$ cat src/rtl/trcf_pkg.sv
package trcf_pkg;

    // telnet command codes
    localparam logic [7:0] TEL_IAC  = 8'd255;
    localparam logic [7:0] TEL_DONT = 8'd254;
    localparam logic [7:0] TEL_DO   = 8'd253;
    localparam logic [7:0] TEL_WONT = 8'd252;
    localparam logic [7:0] TEL_WILL = 8'd251;
    localparam logic [7:0] TEL_SB   = 8'd250;
    localparam logic [7:0] TEL_SE   = 8'd240;

    // terminal control characters
    localparam logic [7:0] CH_CR  = 8'h0D;
    localparam logic [7:0] CH_LF  = 8'h0A;
    localparam logic [7:0] CH_NUL = 8'h00;
    localparam logic [7:0] CH_DEL = 8'h7F;
    localparam logic [7:0] CH_BS  = 8'h08;

    // request operation codes
    localparam logic OP_BYTE  = 1'b0;
    localparam logic OP_RESET = 1'b1;

    // one parser step result
    typedef struct packed {
        logic       emit;
        logic [7:0] data;
    } trcf_result_t;

endpackage

$ cat src/rtl/trcf_parser.sv
module trcf_parser (
    input  logic                  clk,
    input  logic                  rst_n,
    input  logic                  step,
    input  logic                  operation,
    input  logic [7:0]            data_in,
    output trcf_pkg::trcf_result_t result
);
    import trcf_pkg::*;

    typedef enum logic [2:0] {
        MODE_NORMAL = 3'd0,
        MODE_CMD    = 3'd1,
        MODE_OPT    = 3'd2,
        MODE_SB     = 3'd3,
        MODE_SB_IAC = 3'd4
    } mode_t;

    mode_t mode_reg;
    mode_t mode_next;
    logic  cr_seen_reg;
    logic  cr_seen_next;

    logic       line_en;
    logic [7:0] line_byte;

    // command sequence parser
    always_comb
    begin
        mode_next = mode_reg;
        line_en   = 1'b0;
        line_byte = data_in;
        unique case (mode_reg)
            MODE_CMD:
            begin
                if (data_in == TEL_IAC)
                begin
                    line_en   = 1'b1;
                    line_byte = TEL_IAC;
                    mode_next = MODE_NORMAL;
                end
                else if (data_in == TEL_WILL || data_in == TEL_WONT ||
                         data_in == TEL_DO   || data_in == TEL_DONT)
                begin
                    mode_next = MODE_OPT;
                end
                else if (data_in == TEL_SB)
                begin
                    mode_next = MODE_SB;
                end
                else
                begin
                    mode_next = MODE_NORMAL;
                end
            end
            MODE_OPT:
            begin
                mode_next = MODE_NORMAL;
            end
            MODE_SB:
            begin
                if (data_in == TEL_IAC)
                begin
                    mode_next = MODE_SB_IAC;
                end
            end
            MODE_SB_IAC:
            begin
                mode_next = (data_in == TEL_SE) ? MODE_NORMAL : MODE_SB;
            end
            default:
            begin
                if (data_in == TEL_IAC)
                begin
                    mode_next = MODE_CMD;
                end
                else
                begin
                    mode_next = MODE_NORMAL;
                    line_en   = 1'b1;
                end
            end
        endcase
    end

    // line ending and control byte stage
    always_comb
    begin
        cr_seen_next = cr_seen_reg;
        result.emit  = 1'b0;
        result.data  = line_byte;
        if (line_en)
        begin
            if (line_byte == CH_CR)
            begin
                cr_seen_next = 1'b1;
                result.emit  = 1'b1;
            end
            else if (line_byte == CH_LF)
            begin
                if (cr_seen_reg)
                begin
                    cr_seen_next = 1'b0;
                end
                else
                begin
                    result.emit = 1'b1;
                    result.data = CH_CR;
                end
            end
            else if (line_byte == CH_NUL)
            begin
                cr_seen_next = 1'b0;
            end
            else
            begin
                cr_seen_next = 1'b0;
                result.emit  = 1'b1;
                if (line_byte == CH_DEL)
                begin
                    result.data = CH_BS;
                end
            end
        end
        if (operation == OP_RESET)
        begin
            result.emit = 1'b0;
        end
    end

    // parser state
    always_ff @(posedge clk or negedge rst_n)
    begin
        if (!rst_n)
        begin
            mode_reg    <= MODE_NORMAL;
            cr_seen_reg <= 1'b0;
        end
        else if (step)
        begin
            if (operation == OP_RESET)
            begin
                mode_reg    <= MODE_NORMAL;
                cr_seen_reg <= 1'b0;
            end
            else
            begin
                mode_reg    <= mode_next;
                cr_seen_reg <= cr_seen_next;
            end
        end
    end

endmodule

$ cat src/rtl/telnet_rx_command_filter_unit.sv
// channel   | handshake                | payload
// ----------+--------------------------+-------------------------
// request   | byte_valid / byte_stall  | operation, data_in
// result    | clean_valid / clean_stall| out_byte
//
// one request per cycle sustained while byte_stall is low; each request is
// registered in the input register, is parsed there and lands in the result
// register, from which the cleaned byte is presented on out_byte.
// rst_n clears the valid flags and the parser state (normal mode, no cr).
// byte_stall rises only while both registers hold a request and clean_stall
// is high; requests that give no byte leave the input register without one.
module telnet_rx_command_filter_unit (
    input  logic       clk,
    input  logic       rst_n,
    input  logic       byte_valid,
    output logic       byte_stall,
    input  logic       operation,
    input  logic [7:0] data_in,
    output logic       clean_valid,
    input  logic       clean_stall,
    output logic [7:0] out_byte
);
    import trcf_pkg::*;

    logic       req_valid_reg;
    logic       req_op_reg;
    logic [7:0] req_data_reg;
    logic       res_valid_reg;
    logic [7:0] res_byte_reg;

    logic         advance;
    trcf_result_t step_result;

    // the input register moves on when the result register has room
    assign advance    = !res_valid_reg || !clean_stall;
    assign byte_stall = req_valid_reg && !advance;

    trcf_parser u_parser (
        .clk       (clk),
        .rst_n     (rst_n),
        .step      (req_valid_reg && advance),
        .operation (req_op_reg),
        .data_in   (req_data_reg),
        .result    (step_result)
    );

    // input register
    always_ff @(posedge clk or negedge rst_n)
    begin
        if (!rst_n)
        begin
            req_valid_reg <= 1'b0;
        end
        else if (!byte_stall)
        begin
            req_valid_reg <= byte_valid;
        end
    end

    always_ff @(posedge clk)
    begin
        if (!byte_stall && byte_valid)
        begin
            req_op_reg   <= operation;
            req_data_reg <= data_in;
        end
    end

    // result register
    always_ff @(posedge clk or negedge rst_n)
    begin
        if (!rst_n)
        begin
            res_valid_reg <= 1'b0;
        end
        else if (advance)
        begin
            res_valid_reg <= req_valid_reg && step_result.emit;
        end
    end

    always_ff @(posedge clk)
    begin
        if (advance && req_valid_reg && step_result.emit)
        begin
            res_byte_reg <= step_result.data;
        end
    end

    assign clean_valid = res_valid_reg;
    assign out_byte    = res_byte_reg;

endmodule
$ cat config.mk
export PLATFORM = sky130hd
export DESIGN_NAME = telnet_rx_command_filter_unit
export DESIGN_NICKNAME = d
export VERILOG_FILES = /design/src/rtl/trcf_pkg.sv /design/src/rtl/trcf_parser.sv /design/src/rtl/telnet_rx_command_filter_unit.sv
export SDC_FILE = /design/constraint.sdc
export NUM_CORES = 1
export LEC_CHECK = 0
export CORE_ASPECT_RATIO = 1.1
export CORE_UTILIZATION = 44
export DETAILED_ROUTE_END_ITERATION = 16
export DONT_BUFFER_PORTS = 1
export GPL_TIMING_DRIVEN = 0
export PLACE_DENSITY_LB_ADDON = 0.15
export SYNTH_ARGS = -nofsm -noshare
export SYNTH_HDL_FRONTEND = slang
export SYNTH_SLANG_ARGS = --single-unit
$ cat constraint.sdc
create_clock -name clk -period 2.05 [get_ports clk]
set_input_delay 0 -clock clk [delete_from_list [all_inputs] [get_ports clk]]
set_output_delay 0 -clock clk [all_outputs]
set_load 0.01 [all_outputs]
## Word-level counts from Yosys, hierarchy flattened

Cells that the tools add are included.

| word-level totals | value |
|---|---|
| memory bits (read-only) | 0 |
| input port bits | 13 |
| RAM bits | 0 |
| word-level logic and storage cells | 64 |
| output and inout port bits | 10 |
| register bits after elaboration | 23 |
| bits in latches | 0 |
| memories kept | 0 |

| cells by class | value |
|---|---|
| div/mod/pow operators | 0 |
| bitwise logic cells | 0 |
| order comparisons | 0 |
| multiply operators | 0 |
| equality and inequality tests | 15 |
| mux-type cells | 24 |
| shift operators | 0 |
| add/subtract/negate cells | 0 |
| reductions and logical operators | 18 |

Operators by type and width:

| kind | number |
|---|---|
| 8-bit == test, second input constant | 7 |
| 9-bit 2-to-1 mux | 4 |
| 8-bit 2-to-1 mux | 4 |
| 8-bit by 4-bit == test with 1-bit output, second input constant | 2 |
| 3-bit 2-to-1 mux | 4 |
| 3-bit case mux with 4 select lines | 1 |
| 8-bit by 7-bit == test with 1-bit output, second input constant | 1 |
| 8-bit logical NOT | 1 |
| 1-bit 2-to-1 mux | 8 |
| 3-bit by 2-bit == test with 1-bit output, second input constant | 2 |
| 1-bit logical AND | 5 |
| 1-bit logical NOT | 4 |
| 1-bit logical OR | 4 |
| 2-bit 2-to-1 mux | 2 |
| 2-bit AND reduction | 2 |
| 3-bit by 1-bit == test with 1-bit output, second input constant | 1 |
| 3-bit == test, second input constant | 1 |
| 3-bit by 2-bit != test with 1-bit output, second input constant | 1 |
| 3-bit OR reduction | 1 |
| 1-bit case mux with 2 select lines | 1 |
| 2-bit nonzero test | 1 |

## Logic depth before layout (Yosys ltp)

Gate-level depths: netlist (run 1).

| logic depth | value |
|---|---|
| word-level depth | 11 |
| gate-level depth with buffers | 6 |

## By module

From an unflattened synthesis (run 1), not the netlist that was laid out.

| second synthesis, totals | value |
|---|---|
| cell total of the unflattened synthesis | 97 |
| area total of the unflattened synthesis | 1144.8 sq um |

Modules (own cells, without submodules):

| module | instances | cells an instance | area each (sq um) |
|---|---|---|---|
| telnet_rx_command_filter_unit | 1 | 28 | 609.3 |
| trcf_parser | 1 | 69 | 535.5 |

## Least setup slack after synthesis (run 1)

No wires, ideal clock.

| path | value |
|---|---|
| kind | register to register |
| start point | register req_data_reg[1] |
| end point | register res_byte_reg[0] (netlist: out_byte[0]), enable pin |
| data required time | 1718 ps |
| clock period less this slack | 1841 ps |
| arrival time | 1509 ps |
| setup slack | 209 ps |
| cell stages (with the launch flop) | 7 |
| cells stage by stage | edfxtp_1 > buf_6 > and4_4 > buf_6 > o2bb2ai_2 > a221oi_2 > and2_1 |

| between the ends | value |
|---|---|
| longest elaborated chain between the ends | 10 |
| elaborated cells between the ends (all ways) | 15 |
| classes of those cells | eq/ne: 3; mux: 10; reduce/logical: 2 |

RTL lines:

| element | line | RTL |
|---|---|---|
| from (decl) | telnet_rx_command_filter_unit.sv:27 | `logic [7:0] req_data_reg;` |
| from (signal assigned) | telnet_rx_command_filter_unit.sv:65 | `req_data_reg <= data_in;` |
| 8-bit == test | trcf_parser.sv:36, trcf_parser.sv:73 |  |
| 8-bit 2-to-1 mux | trcf_parser.sv:36 | `if (data_in == TEL_IAC)` |
| 8-bit 2-to-1 mux | trcf_parser.sv:33 | `unique case (mode_reg)` |
| 8-bit logical NOT | trcf_parser.sv:111 | `else if (line_byte == CH_NUL)` |
| 9-bit 2-to-1 mux | trcf_parser.sv:111 |  |
| 9-bit 2-to-1 mux | trcf_parser.sv:99 | `else if (line_byte == CH_LF)` |
| 1-bit 2-to-1 mux | trcf_parser.sv:94 | `if (line_byte == CH_CR)` |
| 9-bit 2-to-1 mux * | trcf_parser.sv:92 | `if (line_en)` |
| 1-bit 2-to-1 mux * | trcf_parser.sv:125 | `if (operation == OP_RESET)` |
| 1-bit logical AND * | telnet_rx_command_filter_unit.sv:84 | `if (advance && req_valid_reg && step_result.emit)` |
| to (signal assigned) | telnet_rx_command_filter_unit.sv:86 | `res_byte_reg <= step_result.data;` |
| to (decl) | telnet_rx_command_filter_unit.sv:29 | `logic [7:0] res_byte_reg;` |

Mark *: on every way between the ends. The rest lies on a longest branch, timed or not.
A chain may end at the register's enable or synchronous reset.

## Worst setup path after layout (run 1)

| path | value |
|---|---|
| start point | register req_data_reg[6] |
| end point | register res_byte_reg[3] (netlist: out_byte[3]), enable pin |

Same word-level chain as after synthesis.

==> results.py, run 1 <==
metrics = {
    "run_status": {
        "status": "finished clean",
    },
    "synth": {
        "synth_cell_type_count": 45,
        "avgSynthCellArea_um2": 12.5,
        "postSynth.topFlopCell": "sky130_fd_sc_hd__edfxtp_1",
        "synthesis.area_um2": 1220,
        "yosys-top-cells-count": "sky130_fd_sc_hd__edfxtp_1, sky130_fd_sc_hd__dfrtp_1, sky130_fd_sc_hd__inv_1, sky130_fd_sc_hd__nand2_1, sky130_fd_sc_hd__nand4_1",
        "synth_largest_type_area_fraction_pct": 41.8,
        "synth_edf_count": 17,
        "postSynthNetCount": 111,
        "yosysSeqAreaShare_pct": 54.1,
        "yosys-top-cells-area": "sky130_fd_sc_hd__edfxtp_1, sky130_fd_sc_hd__dfrtp_1, sky130_fd_sc_hd__buf_6, sky130_fd_sc_hd__nand4_1, sky130_fd_sc_hd__a21boi_1",
        "yosys_register_bits": 23,
        "post-synth-top-area-cell": "sky130_fd_sc_hd__edfxtp_1",
        "synth_warnings": 0,
        "synth.most_common_cell": "sky130_fd_sc_hd__edfxtp_1",
        "ys_async_sr_fraction_pct": 26.1,
        "synthCells": 98,
    },
    "timing": {
        "fin_skew_ns": 0.00455,
        "max-slew-margin-rel_pct": 58.4,
        "setup_total_negative_slack_ns": 0,
        "postLayoutSetupSlackWorst_ns": 0.116,
        "unrepaired_setup_endpoints_after_global_routing": "yes",
        "tightestPinTransition_ns": 0.618,
        "timing_max_transition_violations_final": 0,
        "timing.final.hold_violations": 0,
        "fin_crit_sh_pct": 94.3,
        "max_clock_freq_ghz": 0.517,
        "finalCriticalPeriod_ns": 1.93,
        "setup_viol": 0,
    },
    "critical_path": {
        "path_cells": "and4_1 > buf_6 > o2bb2ai_2 > a221oi_2 > and2_4",
        "startpoint_type": "flop",
        "rr_worst_depth": 5,
        "cp-end-kind": "flop",
        "timing.critical_path.arrival_ns": 1.98,
        "crit-reg2reg-capture": "out_byte[3]$_DFFE_PP_",
        "cp-startpoint": "req_data_reg[6]$_DFFE_PP_",
        "timing.critical_path.buf_inv": 1,
        "crit_path_max_incr_delay_ns": 0.47,
        "path_class": "reg2reg",
        "timing.rr.start": "req_data_reg[6]$_DFFE_PP_",
        "cp_max_fo": 8,
        "critical_path_required_ns": 2.09,
        "critical-path-top-delay-family": "compound AO/OA/AOI/OAI gates",
        "rrSetupSlack_ns": 0.12,
        "highest_delay_cell_along_the_critical_path": "sky130_fd_sc_hd__edfxtp_1",
    },
    "placement": {
        "gp_congestion": 0.841,
        "io_buffer_count": 0,
        "hpwl_mm": 1.47,
        "placement.setup.worst_slack_ns": -0.00414,
    },
    "power_and_ir_drop": {
        "p_clk_share_pct": 24.6,
        "cellLeakagePower_nw": 0.512,
        "power_density_over_cell_area_nw_per_um2": 603,
        "net_switching_component_of_the_power_w": 0.000212,
        "power.share.switching_pct": 24.5,
        "irDropWorstVdd_uv": 431,
        "seqPwrFrac_pct": 64.5,
        "p_comb_share_pct": 10.9,
        "internal_power_consumption_w": 0.000653,
    },
    "layout": {
        "postLayoutCoreUtil_pct": 55.9,
        "fillers": 227,
        "synthesis_to_layout_area_growth_pct": 17.5,
        "antennaDiodeCount": 0,
        "final_net_count": 130,
        "fraction_of_final_layout_cells_sized_beyond_drive_strength_1_pct": 18.1,
    },
    "cts": {
        "cts-root-buf": "sky130_fd_sc_hd__clkbuf_4",
        "cts_tree": "yes",
        "cts.htree.levels": 1,
        "clockBufferDepth": 2,
        "post-cts-setup-buffer-count": 0,
        "clock_insertion_delay_worst_skew_ns": 0.32,
        "clk_pin_slew_worst_paths_ns": 0.13,
        "cts_made_buffers": 3,
        "cts_sinks": 23,
    },
    "hold_path": {
        "hold_path_startpoint": "clean_stall",
        "worstHoldPathType": "in2reg",
        "hold_path_depth": 4,
        "holdPathEnd": "u_parser.cr_seen_reg$_DFFE_PN0P_",
    },
    "global_routing": {
        "groute.usage.overall_pct": 17.7,
        "vias_in_the_first_global_route": 849,
        "grt_max_degree": 14,
        "number_of_antenna_violations_at_the_first_check_in_global_routing": 0,
        "grt_first_pass_wirelength_mm": 3.82,
        "globalRoute.totalOverflow": 0,
    },
    "detailed_routing": {
        "dr_total_vias": 871,
        "wire_per_inst_um": 14.7,
        "detailedRoute.firstIterationViolations": 19,
        "postRouteWirelength_mm": 2.16,
        "drt.antenna.violating_nets": 0,
        "firstDrtPassIters": 4,
        "route.detailed.drc": 0,
        "routed_via_density": 5.93,
    },
    "floorplan": {
        "placeableCoreArea_um2": 2570,
        "core.rowCount": 19,
        "die_area_um2": 2990,
        "floorplan.io_pins": 23,
        "floorplan.initialDensity_pct": 47.6,
        "chipHeight_um": 57.3,
        "die_width_um": 52.2,
    },
    "job": {
        "maxCapViolations": 0,
    },
}
-- per-layer routing --
layer  routed length (um)  up-vias  track usage (%)
met3                   64        5             3.73
met4                   56        0             10.2
met2                 1050       25             26.7
li1                     -      426                -
met1                  985      415             23.2
met5                    0        -                0
-- cells by family after synthesis --
family / Yosys count / share of synthesized area [%]
AOI/OAI and AO/OA: 28 / 19.0
xor gates and xnor gates: 1 / 0.717
buffers and inverters: 11 / 5.84
DFF: 23 / 54.1
and+or+nand+nor: 35 / 20.4
-- stage by stage --
stage          cell area [um2]  power (W)  instances  hold slack (ns)
2_1_floorplan             1220   0.000621         98           -0.296
3_3_place_gp              1260   0.000636        129           -0.295
3_5_place_dp              1260   0.000637        129           -0.295
4_1_cts                   1430   0.000872        147          0.00748
5_1_grt                   1440   0.000909        147           0.0749
6_report                  1440   0.000865        147           0.0196
-- cells in the final DEF, fill, tap and decap left out, types with 4 or more instances in the layout --
cell type and instances:
sky130_fd_sc_hd__edfxtp_1 17, sky130_fd_sc_hd__dlygate4sd3_1 15, sky130_fd_sc_hd__nand4_1 5, sky130_fd_sc_hd__nand2_1 5
sky130_fd_sc_hd__a21boi_1 4, sky130_fd_sc_hd__dfrtp_1 6, sky130_fd_sc_hd__nand3_1 4, sky130_fd_sc_hd__inv_1 5
-- how the worst max path moves through the flow --
stage               slack, ns  cells past startpoint                     to
finish                   0.12                      5  out_byte[3]$_DFFE_PP_
global route            -0.02                      4  out_byte[6]$_DFFE_PP_
CTS                      0.04                      4  out_byte[3]$_DFFE_PP_
detailed placement     -0.004                      4  out_byte[7]$_DFFE_PP_
global placement         0.01                      6  out_byte[7]$_DFFE_PP_
floorplan                0.21                      6  out_byte[0]$_DFFE_PP_
-- layout make-up --
type | instances | area [um2] | share of cell area, %
clock buffer | 3 | 22.5 | 1.57
tap | 31 | 38.8 | 2.70
clock inverter | 1 | 5.00 | 0.349
buffer | 6 | 52.6 | 3.66
timing repair buffer | 14 | 140 | 9.76
sequential | 23 | 661 | 46.0
inverter | 5 | 18.8 | 1.31
multi-input combinational | 64 | 497 | 34.6
-- tightest hold or removal path, delay by kind of cell --
kind               cells  cell delay, ns
and+or+nand+nor        3            0.24
AOI/OAI and AO/OA      1            0.06
-- repair_timing --
| item | in CTS | in global routing |
|---|---|---|
| pin swaps | 0 | 0 |
| hold endpoints to repair | 17 | 0 |
| gates cloned | 0 | 0 |
| hold buffers | 14 | 0 |
| gates resized for setup | 1 | 2 |
| setup endpoints to repair | 8 | 12 |
-- power by group through the flow --
stage	clock (W)	sequential [W]	combinational [W]
CTS	0.000221	0.000558	0.0000929
global placement	0	0.000568	0.0000678
floorplan	0	0.000563	0.0000571
detailed placement	0	0.000569	0.0000686
global route	0.000241	0.000562	0.000106
finish	0.000213	0.000558	0.0000946
No activity file was read; power rests on OpenSTA's default activity.
==> inputs of run 2 (changes only) <==
--- a/config.mk
+++ b/config.mk
@@ -6,7 +6,9 @@
 export NUM_CORES = 1
 export LEC_CHECK = 0
 export CORE_ASPECT_RATIO = 1.1
+export CORE_MARGIN = 4
 export CORE_UTILIZATION = 44
+export CTS_BUF_LIST = sky130_fd_sc_hd__clkbuf_2
 export DETAILED_ROUTE_END_ITERATION = 16
 export DONT_BUFFER_PORTS = 1
 export GPL_TIMING_DRIVEN = 0
==> run 2 against run 1 <==
  * Combinational power is 13% higher
  * Register-to-register slack about the same
  * Worst hold slack better by 0.043 ns
  * Final area is 2.9% higher
  * Via count up 4.1%
  * Sequential share of layout area fell by 1.3 points
  * Clock-buffer cell count unchanged
  * First-iteration DRC count is 21% higher
  * Cell count rose by 3.4%
  * Worst setup slack improved by 0.0066 ns
  * Largest power group unchanged
==> results.py, run 2 (same netlist as run 1, synthesis figures left out) <==
metrics = {
    "detailed_routing": {
        "firstDrtPassIters": 4,
        "drt.antenna.violating_nets": 0,
        "postRouteWirelength_mm": 2.38,
        "dr_total_vias": 907,
        "wire_per_inst_um": 15.6,
        "route.detailed.drc": 0,
        "detailedRoute.firstIterationViolations": 23,
        "routed_via_density": 5.97,
    },
    "hold_path": {
        "worstHoldPathType": "in2reg",
        "hold_path_startpoint": "byte_valid",
    },
    "timing": {
        "timing_max_transition_violations_final": 0,
        "setup_total_negative_slack_ns": 0,
        "tightestPinTransition_ns": 0.500,
        "max_clock_freq_ghz": 0.519,
        "fin_skew_ns": 0.0118,
        "unrepaired_setup_endpoints_after_global_routing": "no",
        "timing.final.hold_violations": 0,
        "fin_crit_sh_pct": 94.0,
        "finalCriticalPeriod_ns": 1.93,
        "max-slew-margin-rel_pct": 66.6,
        "setup_viol": 0,
    },
    "critical_path": {
        "cp-end-kind": "flop",
        "path_cells": "buf_6 > and4_4 > buf_6 > o2bb2ai_2 > a221oi_2 > and2_4",
        "crit-reg2reg-capture": "out_byte[2]$_DFFE_PP_",
        "highest_delay_cell_along_the_critical_path": "sky130_fd_sc_hd__edfxtp_1",
        "cp-startpoint": "req_data_reg[1]$_DFFE_PP_",
        "timing.critical_path.arrival_ns": 2.03,
        "crit_top_cell": "sky130_fd_sc_hd__buf_6",
        "crit_path_max_incr_delay_ns": 0.44,
        "rrSetupSlack_ns": 0.12,
        "path_class": "reg2reg",
        "timing.rr.start": "req_data_reg[1]$_DFFE_PP_",
        "rr_worst_depth": 6,
        "startpoint_type": "flop",
        "cp_max_fo": 10,
        "critical_path_required_ns": 2.15,
        "critical_path.endpoint": "out_byte[2]$_DFFE_PP_",
    },
    "cts": {
        "cts_sinks": 23,
        "cts.htree.levels": 1,
        "clk_pin_slew_worst_paths_ns": 0.23,
        "cts-root-buf": "sky130_fd_sc_hd__clkbuf_2",
        "cts_tree": "yes",
        "cts_made_buffers": 3,
        "clock_insertion_delay_worst_skew_ns": 0.36,
        "clockBufferDepth": 2,
    },
    "layout": {
        "synthesis_to_layout_area_growth_pct": 20.9,
        "layout_common_cells": "sky130_fd_sc_hd__edfxtp_1, sky130_fd_sc_hd__dlygate4sd3_1, sky130_fd_sc_hd__dfrtp_1",
        "final_design_area_no_fill_um2": 1480,
        "final_net_count": 135,
        "antennaDiodeCount": 0,
        "final_common_cell": "sky130_fd_sc_hd__edfxtp_1",
        "fraction_of_final_layout_cells_sized_beyond_drive_strength_1_pct": 21.5,
    },
    "placement": {
        "io_buffer_count": 0,
        "gp_congestion": 0.833,
        "place_area_um2": 1260,
        "hpwl_mm": 1.64,
    },
    "floorplan": {
        "chipHeight_um": 63.3,
        "core.rowCount": 19,
        "die_width_um": 58.2,
        "floorplan.initialDensity_pct": 47.6,
        "floorplan.io_pins": 23,
        "die_area_um2": 3680,
        "placeableCoreArea_um2": 2570,
    },
    "run_status": {
        "status": "finished clean",
    },
    "global_routing": {
        "grt_max_degree": 15,
        "vias_in_the_first_global_route": 913,
        "globalRoute.totalOverflow": 0,
        "number_of_antenna_violations_at_the_first_check_in_global_routing": 0,
        "grt_first_pass_wirelength_mm": 4.04,
        "groute.usage.overall_pct": 14.3,
    },
    "power_and_ir_drop": {
        "irDropWorstVdd_uv": 521,
        "cellLeakagePower_nw": 0.533,
        "power_density_over_cell_area_nw_per_um2": 581,
    },
    "job": {
        "maxCapViolations": 0,
    },
}
==> run 2: cell types whose count changed in the layout (fill, tap and decap cells not counted) <==
cell | before | now
sky130_fd_sc_hd__clkbuf_2 | 0 | 3
sky130_fd_sc_hd__clkbuf_4 | 3 | 0
sky130_fd_sc_hd__clkinv_2 | 1 | 0
sky130_fd_sc_hd__nor4_2 | 1 | 0
sky130_fd_sc_hd__clkinvlp_4 | 0 | 1
sky130_fd_sc_hd__nor4_4 | 0 | 1
sky130_fd_sc_hd__buf_4 | 0 | 5
==> run 2: report_power, final <==
| part | internal (W) | switching, W |
|---|---|---|
| Combinational | 0.0000552 | 0.0000515 |
| Clock | 0.0000453 | 0.000149 |
| Sequential | 0.000532 | 0.0000255 |
| Total | 0.000633 | 0.000226 |
==> run 2: per-stage QoR <==
stage	hold WS [ns]	std cells	power (W)	util [%]	setup slack (ns)
global placement	-0.295	129	0.000636	49.1	0.00730
CTS	0.0633	147	0.000852	55.5	0.0557
detailed placement	-0.295	129	0.000639	49.1	-0.0180
floorplan	-0.296	98	0.000621	-	0.209
global route	0.0736	152	0.000900	57.5	0.0227
finish	0.0622	152	0.000859	57.5	0.123
==> run 2: what timing repair did <==
action                                  4_1_cts  5_1_grt
hold buffers                                 14        0
buffers inserted                              0        5
resized for setup                             1        3
endpoints found under the setup margin        8        8
hold endpoints to repair                     19        0
==> run 2: worst min-delay path by stage <==
stage | endpoint | slack (ns) | cells after the start
final | req_data_reg[2]$_DFFE_PP_ | 0.06 | 1
after CTS | req_op_reg$_DFFE_PP_ | 0.06 | 1
after global routing | req_data_reg[2]$_DFFE_PP_ | 0.07 | 1
after floorplan | clean_valid$_DFFE_PN0N_ | -0.30 | 0
after detailed placement | u_parser.mode_reg[2]$_DFFE_PN0P_ | -0.30 | 0
after global placement | u_parser.cr_seen_reg$_DFFE_PN0P_ | -0.30 | 0
==> run 2: cell type report <==
cell class / count / area, um2
fill: 210 / 1090
sequential: 23 / 661
multi-input combinational: 64 / 505
timing repair buffer: 19 / 178
buffer: 6 / 52.6
tap: 31 / 38.8
inverter: 5 / 18.8
clock buffer: 3 / 15.0
clock inverter: 1 / 7.51
==> run 2: worst max-delay path, delay by kind of cell (launching register included) <==
family | cells | cell delay, ns
AND/OR/NAND/NOR | 2 | 0.43
buffers and inverters | 2 | 0.28
flip-flops | 1 | 0.44
AO/OA/AOI/OAI | 2 | 0.51
==> run 2: per-layer routing <==
metal  part of all wire [%]  global-route usage [%]  routed length [um]
met3                    5.2                    2.86                 124
met1                     40                    16.3                 955
met5                      0                       0                   0
met4                    2.4                    7.83                  57
met2                     52                    24.3                1240
==> inputs of run 3 (changes only) <==
--- a/config.mk
+++ b/config.mk
@@ -12,6 +12,7 @@
 export DETAILED_ROUTE_END_ITERATION = 16
 export DONT_BUFFER_PORTS = 1
 export GPL_TIMING_DRIVEN = 0
+export HOLD_SLACK_MARGIN = 0.1
 export PLACE_DENSITY_LB_ADDON = 0.15
 export SYNTH_ARGS = -nofsm -noshare
 export SYNTH_HDL_FRONTEND = slang
==> run 3 against run 2 <==
  * Critical endpoint unchanged
  * Largest power group unchanged
  * Worst hold slack better by 0.10 ns
  * Clock-buffer cell count stayed put
  * Cell count stayed put
  * Fmax is 0.16% higher
  * Register-to-register slack hardly changed
  * Clock skew is 0.0022 ns lower
  * Sequential share of layout area stayed put
==> results.py, run 3 (same netlist as run 1, synthesis figures left out) <==
metrics = {
    "run_status": {
        "status": "finished clean",
    },
    "layout": {
        "fraction_of_final_layout_cells_sized_beyond_drive_strength_1_pct": 21.5,
        "final_design_area_no_fill_um2": 1480,
        "synthesis_to_layout_area_growth_pct": 20.9,
        "fillers": 210,
        "final_common_cell": "sky130_fd_sc_hd__edfxtp_1",
        "layout_common_cells": "sky130_fd_sc_hd__edfxtp_1, sky130_fd_sc_hd__dlygate4sd3_1, sky130_fd_sc_hd__dfrtp_1",
        "postLayoutCoreUtil_pct": 57.5,
        "final_net_count": 135,
        "antennaDiodeCount": 0,
    },
    "timing": {
        "timing.final.hold_violations": 0,
        "setup_total_negative_slack_ns": 0,
        "finalCriticalPeriod_ns": 1.92,
        "max-slew-margin-rel_pct": 66.6,
        "timing_max_transition_violations_final": 0,
        "unrepaired_setup_endpoints_after_global_routing": "no",
        "worst_hold_slack_ns": 0.165,
        "fin_skew_ns": 0.00959,
        "fin_crit_sh_pct": 93.9,
        "tightestPinTransition_ns": 0.500,
        "setup_viol": 0,
        "max_clock_freq_ghz": 0.520,
    },
    "critical_path": {
        "timing.critical_path.arrival_ns": 2.03,
        "cp-end-kind": "flop",
        "path_class": "reg2reg",
        "cp_max_fo": 10,
        "startpoint_type": "flop",
        "critical_path_required_ns": 2.15,
    },
    "global_routing": {
        "globalRoute.totalOverflow": 0,
        "grt_first_pass_wirelength_mm": 4.04,
        "number_of_antenna_violations_at_the_first_check_in_global_routing": 0,
        "groute.usage.overall_pct": 14.3,
        "vias_in_the_first_global_route": 914,
        "grt_max_degree": 15,
    },
    "cts": {
        "cts_made_buffers": 3,
        "cts.htree.levels": 1,
        "cts-root-buf": "sky130_fd_sc_hd__clkbuf_2",
        "cts_tree": "yes",
        "cts_sinks": 23,
        "clk_pin_slew_worst_paths_ns": 0.23,
        "clock_insertion_delay_worst_skew_ns": 0.36,
        "clockBufferDepth": 2,
    },
    "floorplan": {
        "die_area_um2": 3680,
        "die_width_um": 58.2,
        "floorplan.io_pins": 23,
        "chipHeight_um": 63.3,
        "core.rowCount": 19,
        "placeableCoreArea_um2": 2570,
        "floorplan.initialDensity_pct": 47.6,
    },
    "power_and_ir_drop": {
        "cellLeakagePower_nw": 0.533,
        "irDropWorstVdd_uv": 519,
        "finalPower_w": 0.000858,
        "power_density_over_cell_area_nw_per_um2": 581,
    },
    "detailed_routing": {
        "wire_per_inst_um": 15.6,
        "firstDrtPassIters": 4,
        "detailedRoute.firstIterationViolations": 21,
        "drt.antenna.violating_nets": 0,
        "dr_total_vias": 908,
        "route.detailed.drc": 0,
        "routed_via_density": 5.97,
        "postRouteWirelength_mm": 2.38,
    },
    "hold_path": {
        "worstHoldPathType": "in2out",
    },
    "placement": {
        "gp_congestion": 0.833,
        "hpwl_mm": 1.64,
        "place_area_um2": 1260,
        "io_buffer_count": 0,
    },
    "job": {
        "maxCapViolations": 0,
    },
}
==> run 3: cell counts in the layout (fill, tap and decap cells not counted) <==
No cell type changed its count.
==> run 3: routing by layer <==
metal / vias up / global-route usage, % / part of all wire [%]
li1: 436 / - / -
met1: 440 / 16.3 / 40
met2: 27 / 24.3 / 52
met3: 5 / 2.86 / 5.2
met4: 0 / 7.83 / 2.4
met5: - / 0 / 0
==> run 3: final timing paths <==
path	start	depth (start not counted)	end	slack [ns]
hold / removal	clean_stall	2	byte_stall	0.16
hold reg to reg	req_valid_reg$_DFFE_PN0N_	1	clean_valid$_DFFE_PN0N_	0.59
max in group asynchronous	rst_n	2	u_parser.mode_reg[2]$_DFFE_PN0P_	1.40
setup reg to reg	req_data_reg[1]$_DFFE_PP_	6	out_byte[2]$_DFFE_PP_	0.13
min in group asynchronous	rst_n	2	req_valid_reg$_DFFE_PN0N_	0.45
setup / recovery	req_data_reg[1]$_DFFE_PP_	6	out_byte[2]$_DFFE_PP_	0.13
==> run 3: report_power, final <==
group | internal (W) | total [W] | switching (W)
clock network | 0.0000453 | 0.000193 | 0.000148
registers | 0.000532 | 0.000558 | 0.0000255
logic | 0.0000552 | 0.000107 | 0.0000517
total | 0.000633 | 0.000858 | 0.000225
==> run 3: worst max-delay path, cell delays in order (launching register included) <==
cell                        delay [ns]
sky130_fd_sc_hd__edfxtp_1         0.44
sky130_fd_sc_hd__buf_6            0.15
sky130_fd_sc_hd__and4_4           0.17
sky130_fd_sc_hd__buf_6            0.13
sky130_fd_sc_hd__o2bb2ai_2        0.15
sky130_fd_sc_hd__a221oi_2         0.36
sky130_fd_sc_hd__and2_4           0.26
==> run 3: layout make-up <==
type / count / area, um2 / share of cell area (%)
sequential: 23 / 661 / 44.7
multi-input combinational: 64 / 505 / 34.2
timing repair buffer: 19 / 178 / 12.0
buffer: 6 / 52.6 / 3.56
tap: 31 / 38.8 / 2.63
inverter: 5 / 18.8 / 1.27
clock buffer: 3 / 15.0 / 1.02
clock inverter: 1 / 7.51 / 0.508
==> run 3: per-stage QoR <==
step / instances / setup slack [ns]
2_1_floorplan: 98 / 0.209
3_3_place_gp: 129 / 0.00730
3_5_place_dp: 129 / -0.0180
4_1_cts: 147 / 0.0557
5_1_grt: 152 / 0.0227
6_report: 152 / 0.126
==> run 3: what timing repair did <==
action	4_1_cts	5_1_grt
setup endpoints to repair	8	8
hold endpoints to repair	30	0
hold buffers	14	0
resized for setup	1	3
buffers inserted	0	5
